$ cat src/fpba_pkg.sv
// Shared types and codes of the fit-policy block allocator.
package fpba_pkg;

    localparam int OFFSET_BITS = 24;
    localparam int LEN_BITS    = OFFSET_BITS + 1;

    localparam logic [1:0] KIND_INIT  = 2'd0;
    localparam logic [1:0] KIND_ALLOC = 2'd1;
    localparam logic [1:0] KIND_FREE  = 2'd2;
    localparam logic [1:0] KIND_RSVD  = 2'd3;

    localparam logic [1:0] POL_FIRST = 2'd0;
    localparam logic [1:0] POL_BEST  = 2'd1;
    localparam logic [1:0] POL_WORST = 2'd2;
    localparam logic [1:0] POL_RSVD  = 2'd3;

    localparam logic [1:0] ST_OK      = 2'd0;
    localparam logic [1:0] ST_NOFIT   = 2'd1;
    localparam logic [1:0] ST_NOTALLOC = 2'd2;
    localparam logic [1:0] ST_FULL    = 2'd3;

    localparam logic CFG_POLICY = 1'b0;
    localparam logic CFG_REGION = 1'b1;

    typedef enum logic [8:0] {
        S_IDLE   = 9'b000000001,
        S_SCAN   = 9'b000000010,
        S_DECIDE = 9'b000000100,
        S_CLOSE  = 9'b000001000,
        S_USHIFT = 9'b000010000,
        S_FSCAN  = 9'b000100000,
        S_FCLOSE = 9'b001000000,
        S_FSHIFT = 9'b010000000,
        S_DONE   = 9'b100000000
    } t_state;

endpackage

$ cat src/fit_policy_block_allocator.sv
// Top level of the fit-policy block allocator.
// The allocator keeps a free-block table and a used-block table, each in one
// synchronous memory (registered read) holding start and length per
// entry. An init request frees the whole region as one block. An allocate
// scans the free table one entry per cycle (first fit stops at the first
// block large enough), then, on success, closes the gap of an exact fit one
// entry per cycle and shifts the used table one entry per cycle to open its
// front slot. A free scans the used table, closes the gap there and shifts
// the free table. The single read port of each table memory sets the cost
// of the scans and shifts. One request is worked on at a time; the result
// waits in an output register and the next request is taken only in a cycle
// where no result waits or the waiting result leaves.
module fit_policy_block_allocator #(
    parameter int FREE_ENTRIES = 32,
    parameter int USED_ENTRIES = 32
) (
    input  logic                             i_clk,
    input  logic                             i_rst_n,
    input  logic                             i_cfg_we,
    input  logic                             i_cfg_index,
    input  logic [fpba_pkg::LEN_BITS-1:0]    i_cfg_data,
    input  logic                             i_valid,
    output logic                             o_stall,
    input  logic [1:0]                       i_kind,
    input  logic [fpba_pkg::LEN_BITS-1:0]    i_request_size,
    input  logic [fpba_pkg::OFFSET_BITS-1:0] i_block_offset,
    output logic                             o_valid,
    input  logic                             i_stall,
    output logic [1:0]                       o_status,
    output logic [fpba_pkg::OFFSET_BITS-1:0] o_address
);
    localparam int FW = $clog2(FREE_ENTRIES);
    localparam int UW = $clog2(USED_ENTRIES);
    localparam int IW = (FW > UW) ? FW : UW;
    localparam int OB = fpba_pkg::OFFSET_BITS;
    localparam int LW = fpba_pkg::LEN_BITS;
    localparam logic [LW-1:0] LEN_LIMIT = {1'b1, {OB{1'b0}}};

    // table memories: {start, length}
    logic [OB+LW-1:0] free_mem [FREE_ENTRIES];
    logic [OB+LW-1:0] used_mem [USED_ENTRIES];
    logic [OB+LW-1:0] r_frd, r_urd;

    logic [1:0]    r_policy;
    logic [LW-1:0] r_region;

    fpba_pkg::t_state r_state, n_state;
    logic [FW:0] r_fcnt, n_fcnt;
    logic [UW:0] r_ucnt, n_ucnt;
    logic [IW:0] r_idx, n_idx;        // issued read index (shared by scans)
    logic [IW:0] r_ptr, n_ptr;        // index of data now on the read port (one above it in the shift states)
    logic        r_rdv, n_rdv;
    logic        r_found, n_found;
    logic [IW:0] r_pick, n_pick;
    logic [LW-1:0] r_plen, n_plen;
    logic [OB-1:0] r_pstart, n_pstart;
    logic [1:0]    r_kind;
    logic [LW-1:0] r_size;
    logic [OB-1:0] r_ofs;
    logic [OB-1:0] r_nstart, n_nstart;
    logic [LW-1:0] r_nlen, n_nlen;
    logic          r_ov, n_ov;
    logic [1:0]    r_st, n_st;
    logic [OB-1:0] r_addr, n_addr;

    // memory ports
    logic             f_we, u_we;
    logic [FW-1:0]    f_wa, f_ra;
    logic [UW-1:0]    u_wa, u_ra;
    logic [OB+LW-1:0] f_wd, u_wd;

    logic accept;
    assign o_stall = (r_state != fpba_pkg::S_IDLE) || (r_ov && i_stall);
    assign accept  = i_valid && !o_stall;
    assign o_valid = r_ov;
    assign o_status = r_st;
    assign o_address = r_addr;

    logic [LW-1:0] flen, ulen;
    logic [OB-1:0] fst, ust;
    assign flen = r_frd[LW-1:0];
    assign fst  = r_frd[OB+LW-1:LW];
    assign ulen = r_urd[LW-1:0];
    assign ust  = r_urd[OB+LW-1:LW];

    // saturate the region to the offset range
    logic [LW-1:0] reg_len;
    assign reg_len = (r_region > LEN_LIMIT) ? LEN_LIMIT : r_region;

    always_ff @(posedge i_clk) begin
        if (f_we) free_mem[f_wa] <= f_wd;
        r_frd <= free_mem[f_ra];
        if (u_we) used_mem[u_wa] <= u_wd;
        r_urd <= used_mem[u_ra];
    end

    always_ff @(posedge i_clk) begin
        if (!i_rst_n) begin
            r_policy <= fpba_pkg::POL_FIRST;
            r_region <= LEN_LIMIT;
        end else if (i_cfg_we) begin
            if (i_cfg_index == fpba_pkg::CFG_POLICY) r_policy <= i_cfg_data[1:0];
            else r_region <= i_cfg_data;
        end
    end

    always_ff @(posedge i_clk) begin
        if (accept) begin
            r_kind <= i_kind;
            r_size <= i_request_size;
            r_ofs  <= i_block_offset;
        end
    end

    always_comb begin
        n_state = r_state; n_fcnt = r_fcnt; n_ucnt = r_ucnt;
        n_idx = r_idx; n_ptr = r_idx; n_rdv = 1'b0;
        n_found = r_found; n_pick = r_pick; n_plen = r_plen; n_pstart = r_pstart;
        n_nstart = r_nstart; n_nlen = r_nlen;
        n_ov = r_ov && i_stall; n_st = r_st; n_addr = r_addr;
        f_we = 1'b0; u_we = 1'b0;
        f_wa = r_idx[FW-1:0]; u_wa = r_idx[UW-1:0];
        f_wd = '0; u_wd = '0;
        f_ra = r_idx[FW-1:0]; u_ra = r_idx[UW-1:0];
        unique case (r_state)
            fpba_pkg::S_IDLE: begin
                n_idx = '0;
                n_found = 1'b0;
                if (accept) begin
                    unique case (i_kind)
                        fpba_pkg::KIND_INIT:  n_state = fpba_pkg::S_DONE;
                        fpba_pkg::KIND_ALLOC: n_state = fpba_pkg::S_SCAN;
                        fpba_pkg::KIND_FREE:  n_state = fpba_pkg::S_FSCAN;
                        fpba_pkg::KIND_RSVD:  n_state = fpba_pkg::S_DONE;
                    endcase
                    n_st = fpba_pkg::ST_OK;
                end
            end
            // issue one read a cycle, evaluate the entry that comes back
            fpba_pkg::S_SCAN: begin
                f_ra = r_idx[FW-1:0];
                if (r_idx < (IW+1)'(r_fcnt)) begin
                    n_idx = r_idx + 1'b1; n_rdv = 1'b1;
                end
                if (r_rdv && flen >= r_size && r_size != '0) begin
                    if (!r_found
                        || (r_policy == fpba_pkg::POL_BEST && flen < r_plen)
                        || (r_policy == fpba_pkg::POL_WORST && flen > r_plen)) begin
                        n_found = 1'b1; n_pick = r_ptr; n_plen = flen; n_pstart = fst;
                    end
                    if (!r_found && r_policy != fpba_pkg::POL_BEST
                        && r_policy != fpba_pkg::POL_WORST) begin
                        n_rdv = 1'b0; n_state = fpba_pkg::S_DECIDE;
                    end
                end
                if (!n_rdv) n_state = fpba_pkg::S_DECIDE;
            end
            fpba_pkg::S_DECIDE: begin
                if (!r_found) begin
                    n_st = fpba_pkg::ST_NOFIT; n_state = fpba_pkg::S_DONE;
                end else if (r_ucnt >= (UW+1)'(USED_ENTRIES)) begin
                    n_st = fpba_pkg::ST_FULL; n_state = fpba_pkg::S_DONE;
                end else begin
                    n_addr = r_pstart;
                    n_nstart = r_pstart; n_nlen = r_size;
                    if (r_plen == r_size) begin
                        n_idx = r_pick + 1'b1;
                        n_state = fpba_pkg::S_CLOSE;
                    end else begin
                        f_we = 1'b1; f_wa = r_pick[FW-1:0];
                        f_wd = {OB'(r_pstart + r_size[OB-1:0]), r_plen - r_size};
                        n_idx = (IW+1)'(r_ucnt);
                        n_state = fpba_pkg::S_USHIFT;
                    end
                end
            end
            // move entry idx down to idx-1 until the end of the table
            fpba_pkg::S_CLOSE: begin
                f_ra = r_idx[FW-1:0];
                if (r_rdv) begin
                    f_we = 1'b1; f_wa = FW'(r_ptr - 1'b1); f_wd = r_frd;
                end
                if (r_idx < (IW+1)'(r_fcnt)) begin
                    n_idx = r_idx + 1'b1; n_rdv = 1'b1;
                end else begin
                    n_fcnt = r_fcnt - 1'b1;
                    n_idx = (IW+1)'(r_ucnt);
                    n_state = fpba_pkg::S_USHIFT;
                end
            end
            // move used entries up from the back, then write the front
            fpba_pkg::S_USHIFT: begin
                u_ra = UW'(r_idx - 1'b1);
                if (r_rdv) begin
                    u_we = 1'b1; u_wa = UW'(r_ptr); u_wd = r_urd;
                end
                if (r_idx != '0) begin
                    n_idx = r_idx - 1'b1; n_ptr = r_idx; n_rdv = 1'b1;
                end else if (!r_rdv) begin
                    u_we = 1'b1; u_wa = '0; u_wd = {r_nstart, r_nlen};
                    n_ucnt = r_ucnt + 1'b1;
                    n_state = fpba_pkg::S_DONE;
                end
            end
            fpba_pkg::S_FSCAN: begin
                u_ra = r_idx[UW-1:0];
                if (r_idx < (IW+1)'(r_ucnt)) begin
                    n_idx = r_idx + 1'b1; n_rdv = 1'b1;
                end
                if (r_rdv && ust == r_ofs) begin
                    n_rdv = 1'b0;
                    if (r_fcnt >= (FW+1)'(FREE_ENTRIES)) begin
                        n_st = fpba_pkg::ST_FULL; n_state = fpba_pkg::S_DONE;
                    end else begin
                        n_nstart = ust; n_nlen = ulen;
                        n_idx = r_ptr + 1'b1;
                        n_state = fpba_pkg::S_FCLOSE;
                    end
                end else if (!n_rdv) begin
                    n_st = fpba_pkg::ST_NOTALLOC; n_state = fpba_pkg::S_DONE;
                end
            end
            fpba_pkg::S_FCLOSE: begin
                u_ra = r_idx[UW-1:0];
                if (r_rdv) begin
                    u_we = 1'b1; u_wa = UW'(r_ptr - 1'b1); u_wd = r_urd;
                end
                if (r_idx < (IW+1)'(r_ucnt)) begin
                    n_idx = r_idx + 1'b1; n_rdv = 1'b1;
                end else begin
                    n_ucnt = r_ucnt - 1'b1;
                    n_idx = (IW+1)'(r_fcnt);
                    n_state = fpba_pkg::S_FSHIFT;
                end
            end
            fpba_pkg::S_FSHIFT: begin
                f_ra = FW'(r_idx - 1'b1);
                if (r_rdv) begin
                    f_we = 1'b1; f_wa = FW'(r_ptr); f_wd = r_frd;
                end
                if (r_idx != '0) begin
                    n_idx = r_idx - 1'b1; n_ptr = r_idx; n_rdv = 1'b1;
                end else if (!r_rdv) begin
                    f_we = 1'b1; f_wa = '0; f_wd = {r_nstart, r_nlen};
                    n_fcnt = r_fcnt + 1'b1;
                    n_state = fpba_pkg::S_DONE;
                end
            end
            fpba_pkg::S_DONE: begin
                if (r_kind == fpba_pkg::KIND_INIT) begin
                    n_ucnt = '0;
                    n_fcnt = (reg_len != '0) ? (FW+1)'(1) : '0;
                    f_we = 1'b1; f_wa = '0; f_wd = {{OB{1'b0}}, reg_len};
                end
                if (n_st != fpba_pkg::ST_OK || r_kind != fpba_pkg::KIND_ALLOC)
                    n_addr = '0;
                n_ov = 1'b1;
                n_state = fpba_pkg::S_IDLE;
            end
            default: n_state = fpba_pkg::S_IDLE;
        endcase
        if (r_state == fpba_pkg::S_IDLE && accept) n_addr = '0;
    end

    always_ff @(posedge i_clk) begin
        if (!i_rst_n) begin
            r_state <= fpba_pkg::S_IDLE;
            r_fcnt <= '0; r_ucnt <= '0; r_ov <= 1'b0; r_rdv <= 1'b0;
            r_found <= 1'b0; r_idx <= '0; r_ptr <= '0;
        end else begin
            r_state <= n_state; r_fcnt <= n_fcnt; r_ucnt <= n_ucnt;
            r_ov <= n_ov; r_rdv <= n_rdv; r_found <= n_found;
            r_idx <= n_idx; r_ptr <= n_ptr;
        end
    end

    always_ff @(posedge i_clk) begin
        r_pick <= n_pick; r_plen <= n_plen; r_pstart <= n_pstart;
        r_nstart <= n_nstart; r_nlen <= n_nlen; r_st <= n_st; r_addr <= n_addr;
    end

    // counts never exceed table depth
    a_fcnt: assert property (@(posedge i_clk) disable iff (!i_rst_n)
        r_fcnt <= (FW+1)'(FREE_ENTRIES)) else $error("free count overflow");
    a_ucnt: assert property (@(posedge i_clk) disable iff (!i_rst_n)
        r_ucnt <= (UW+1)'(USED_ENTRIES)) else $error("used count overflow");
    // a finished request always produces a result
    a_res: assert property (@(posedge i_clk) disable iff (!i_rst_n)
        (r_state == fpba_pkg::S_DONE) |=> r_ov) else $error("result lost");
    a_addr: assert property (@(posedge i_clk) disable iff (!i_rst_n)
        (r_ov && r_st != fpba_pkg::ST_OK) |-> r_addr == '0)
        else $error("address on failed request");

endmodule

$ cat config.mk
export PLATFORM = sky130hd
export DESIGN_NAME = fit_policy_block_allocator
export DESIGN_NICKNAME = d
export VERILOG_FILES = /design/src/fpba_pkg.sv /design/src/fit_policy_block_allocator.sv
export SDC_FILE = /design/constraint.sdc
export NUM_CORES = 2
export LEC_CHECK = 0
export ABC_AREA = 0
export BUFFER_PORTS_ARGS = -buffer_cell sky130_fd_sc_hd__buf_2
export CORE_ASPECT_RATIO = 0.9
export CORE_UTILIZATION = 45
export CTS_BUF_LIST = sky130_fd_sc_hd__clkbuf_8
export DETAILED_ROUTE_END_ITERATION = 7
export PLACE_DENSITY = 0.67
export SKIP_CTS_REPAIR_TIMING = 1
export SYNTH_ARGS = -nofsm -noshare
export SYNTH_HDL_FRONTEND = slang
export SYNTH_SLANG_ARGS = --single-unit
$ cat constraint.sdc
create_clock -name i_clk -period 7.01 [get_ports i_clk]
set_input_delay 1.0515 -clock i_clk [delete_from_list [all_inputs] [get_ports i_clk]]
set_output_delay 1.0515 -clock i_clk [all_outputs]
set_load 0.02 [all_outputs]
==> flow_metrics.tcl <==
set metrics [dict create \
    status "complete, no violations" \
    io-pin-count 110 \
    via_per_inst 6.14 \
    cts-root-buf "clkbuf_8" \
    drive_gt1_frac 0.173 \
    use_met3 0.0611 \
    yosys.area.top_type "edfxtp_1" \
    grt_max_degree 166 \
    worstSkewPairLatency_ns 1.08 \
    r2r-start "r_size[9]" \
    met1_usage 0.360 \
    antenna_found_initial 9 \
    nFillCells 25100 \
    endpoint_kind "flip-flop" \
    die_y_um 533 \
    syn_area_per_cell_um2 16.3 \
    start_kind "flip-flop" \
    synthArstFlopShare 0 \
    syn_to_final_growth_pct 12.3 \
    finalInstanceArea_um2 159000 \
    hold_path.class "in -> reg" \
    ant_nets 0 \
    ir_drop_mv 0.166 \
    syn_inst 8670 \
    synth_ff_type "edfxtp_1" \
    wirelength_mm 408 \
    numCtsBuffers 567 \
    crit_buf_inv 2 \
    rsz0062_at_grt "no" \
    finalSetupViolCount 0 \
    place_area_um2 148000 \
    holdCritStartpoint "i_request_size[0]" \
    synth_edf_count 3293 \
    dieArea_um2 316000 \
    final_core_util 0.510 \
    path_cells "inv_1 -> ha_1 -> nand4_1 -> nor4_1 -> and2_1 -> nor2_1 -> a221oi_2 -> nand3_1 -> nor2_4 -> buf_4" \
    syn_area_um2 141000 \
    fp.coreArea_um2 311000 \
    p_total_mw 40.8 \
    drv_cap 0 \
    busiest_layer "met2" \
    grt_pass1_wl_mm 578 \
    routedWlPerCell_um 30.0 \
    grt-ovfl-total 0 \
    drt_iter0_drc 10800 \
    hold_viol 0 \
    p_leak_nw 52.3 \
    crit_required_ns 7.73 \
    crit_slowest_cell "nor2_4" \
    setup_tns_ns 0 \
    grt_pass1_vias 81700 \
    cts_max_level 6 \
    drc 0 \
    crit_type "reg -> reg" \
    via_count 83400 \
    cts_tree "done" \
    met2_usage 0.380 \
    clk_pin_slew_ns 0.06 \
    crit_family "simple AND/OR/NAND/NOR gates" \
    ys_top_cells_by_area "edfxtp_1 70%, mux4_2 6.3%, mux2i_1 4.2%" \
    routabilityCongestion 0.944 \
    yosys_warnings 0 \
    cp_max_fo 19 \
    fin_crit_ns 5.47 \
    dr.pass1.iters 8 \
    maxSlewViolCount 0 \
    clockBufferDepth 4 \
    clock.fmax_mhz 183 \
    finalCritPeriodShare 0.780 \
    clock_sinks 3478 \
    grt_usage 0.254 \
    arrival_ns 6.19 \
    dp_hpwl_mm 249 \
    port_buffers 109 \
    yosysUniqueCellTypes 83 \
    fin_nets 9264 \
    finalClockSkew_ns 0.0780 \
    slowest_delay_ns 1.02 \
    ys_seq_area_frac 0.727 \
    critPathLaunch "r_size[9]" \
    start_util 0.454 \
    yosysTopAreaCellShare 0.700 \
    ys_ff_latch 3478 \
    tightest_slew_ns 1.45 \
    synth.net_count 8878 \
    dieWidth_um 592 \
    slew_headroom 0.0341 \
    row_count 194 \
    power.density_nw_per_um2 257 \
]
## cell families after synthesis
group	Yosys count	synth area share
flops	3478	0.727
simple gates	2016	0.0658
compound gates	1345	0.0664
mux	987	0.105
buf+inv	616	0.0186
fa+ha+maj	126	0.0114
xor+xnor	102	0.00643
## worst register-to-register path, stage by stage, from the launching register on
cell      delay, ns
edfxtp_1       0.43
inv_1          0.12
ha_1           0.39
nand4_1        0.25
nor4_1         0.77
and2_1         0.27
nor2_1         0.30
a221oi_2       0.70
nand3_1        0.49
nor2_4         1.03
buf_4          0.37
## metrics by stage
stage / std cells / hold slack (ns) / setup WS [ns]
after floorplan: 8670 / 0.406 / 1.55
after global placement: 12600 / 0.420 / 1.28
after detailed placement: 12600 / 0.442 / 1.29
after CTS: 13600 / 0.0816 / 1.26
after global routing: 13600 / 0.133 / 1.39
final: 13600 / 0.162 / 1.54
## report_power, final
part	switching (mW)	leakage, nW	total [mW]	internal (mW)
Combinational	0.941	12.2	1.35	0.407
Sequential	0.124	34.0	22.7	22.6
Clock	7.95	6.10	16.8	8.80
Total	9.02	52.3	40.8	31.8
## path summary, 6_finish.rpt
check        slack [ns]  depth (start not counted)               end
max                1.54                         10  free_mem[19][20]
min                0.16                          1         r_size[0]
max reg2reg        1.54                         10  free_mem[19][20]
min reg2reg        0.47                          0       r_pstart[3]
## cells in the mapped netlist (6+ instances only)
master	instances
a21o_1	41
buf_4	31
a31oi_1	207
or3_1	11
dfxtp_1	185
a21boi_0	31
or2_2	11
nand4b_1	51
a311oi_1	49
nor2_1	237
a22oi_1	81
nand2_1	1071
mux2i_1	593
inv_1	85
nor2b_1	25
xor2_1	48
o21a_1	11
edfxtp_1	3293
a211oi_1	208
xnor2_1	52
a22o_1	55
and2_1	213
o211ai_1	16
nand2b_1	21
nand3_1	160
a21oi_1	131
o21ai_0	126
o21ai_1	6
nor3_1	34
ha_1	122
nand4_1	25
and3_1	59
o22ai_1	204
nor4_1	75
buf_2	135
mux4_2	392
o21bai_1	8
clkbuf_1	334
a32oi_1	49
a222oi_1	69
a221oi_1	7
buf_1	25
## flip-flops by register name (all words and copies together) (netlist names), 2 cells and up
signal     cells
used_mem    1568
free_mem    1568
r_ucnt         6
r_pick         6
r_plen        25
r_ptr          6
r_ofs         24
r_state        9
r_fcnt         6
r_region      25
r_nlen        25
r_nstart      24
r_size        25
r_idx          6
o_address     24
r_pstart      24
r_urd         49
r_policy       2
r_frd         49
r_kind         2
o_status       2
## area by class of cell
type	count	area [µm²]	area share
clock buffer	625	8600	0.0542
sequential	3478	103000	0.647
multi-input combinational	4576	37000	0.234
timing repair buffer	346	2860	0.0180
inverter	87	332	0.00209
antenna	6	15.0	0.0000947
clock inverter	361	2020	0.0127
tap	4116	5150	0.0325
## metal layers
layer	vias up	part of all wire	wire (µm)
met4	4	0.038	15400
met1	42900	0.40	165000
met2	4628	0.45	183000
li1	35200	-	-
met5	-	0.000051	21
met3	684	0.11	45200
## cells in the final DEF, fill, tap and decap left out, types with 189 or more instances in the layout
master    netlist  routed
edfxtp_1     3293    3293
buf_4          31     189
inv_1          85     272
mux2i_1       593     593
a211oi_1      208     208
and2_1        213     211
a31oi_1       207     206
clkbuf_8        0     625
nand2_1      1071    1068
o22ai_1       204     204
mux4_2        392     392
(Power assumes the default switching activity.)
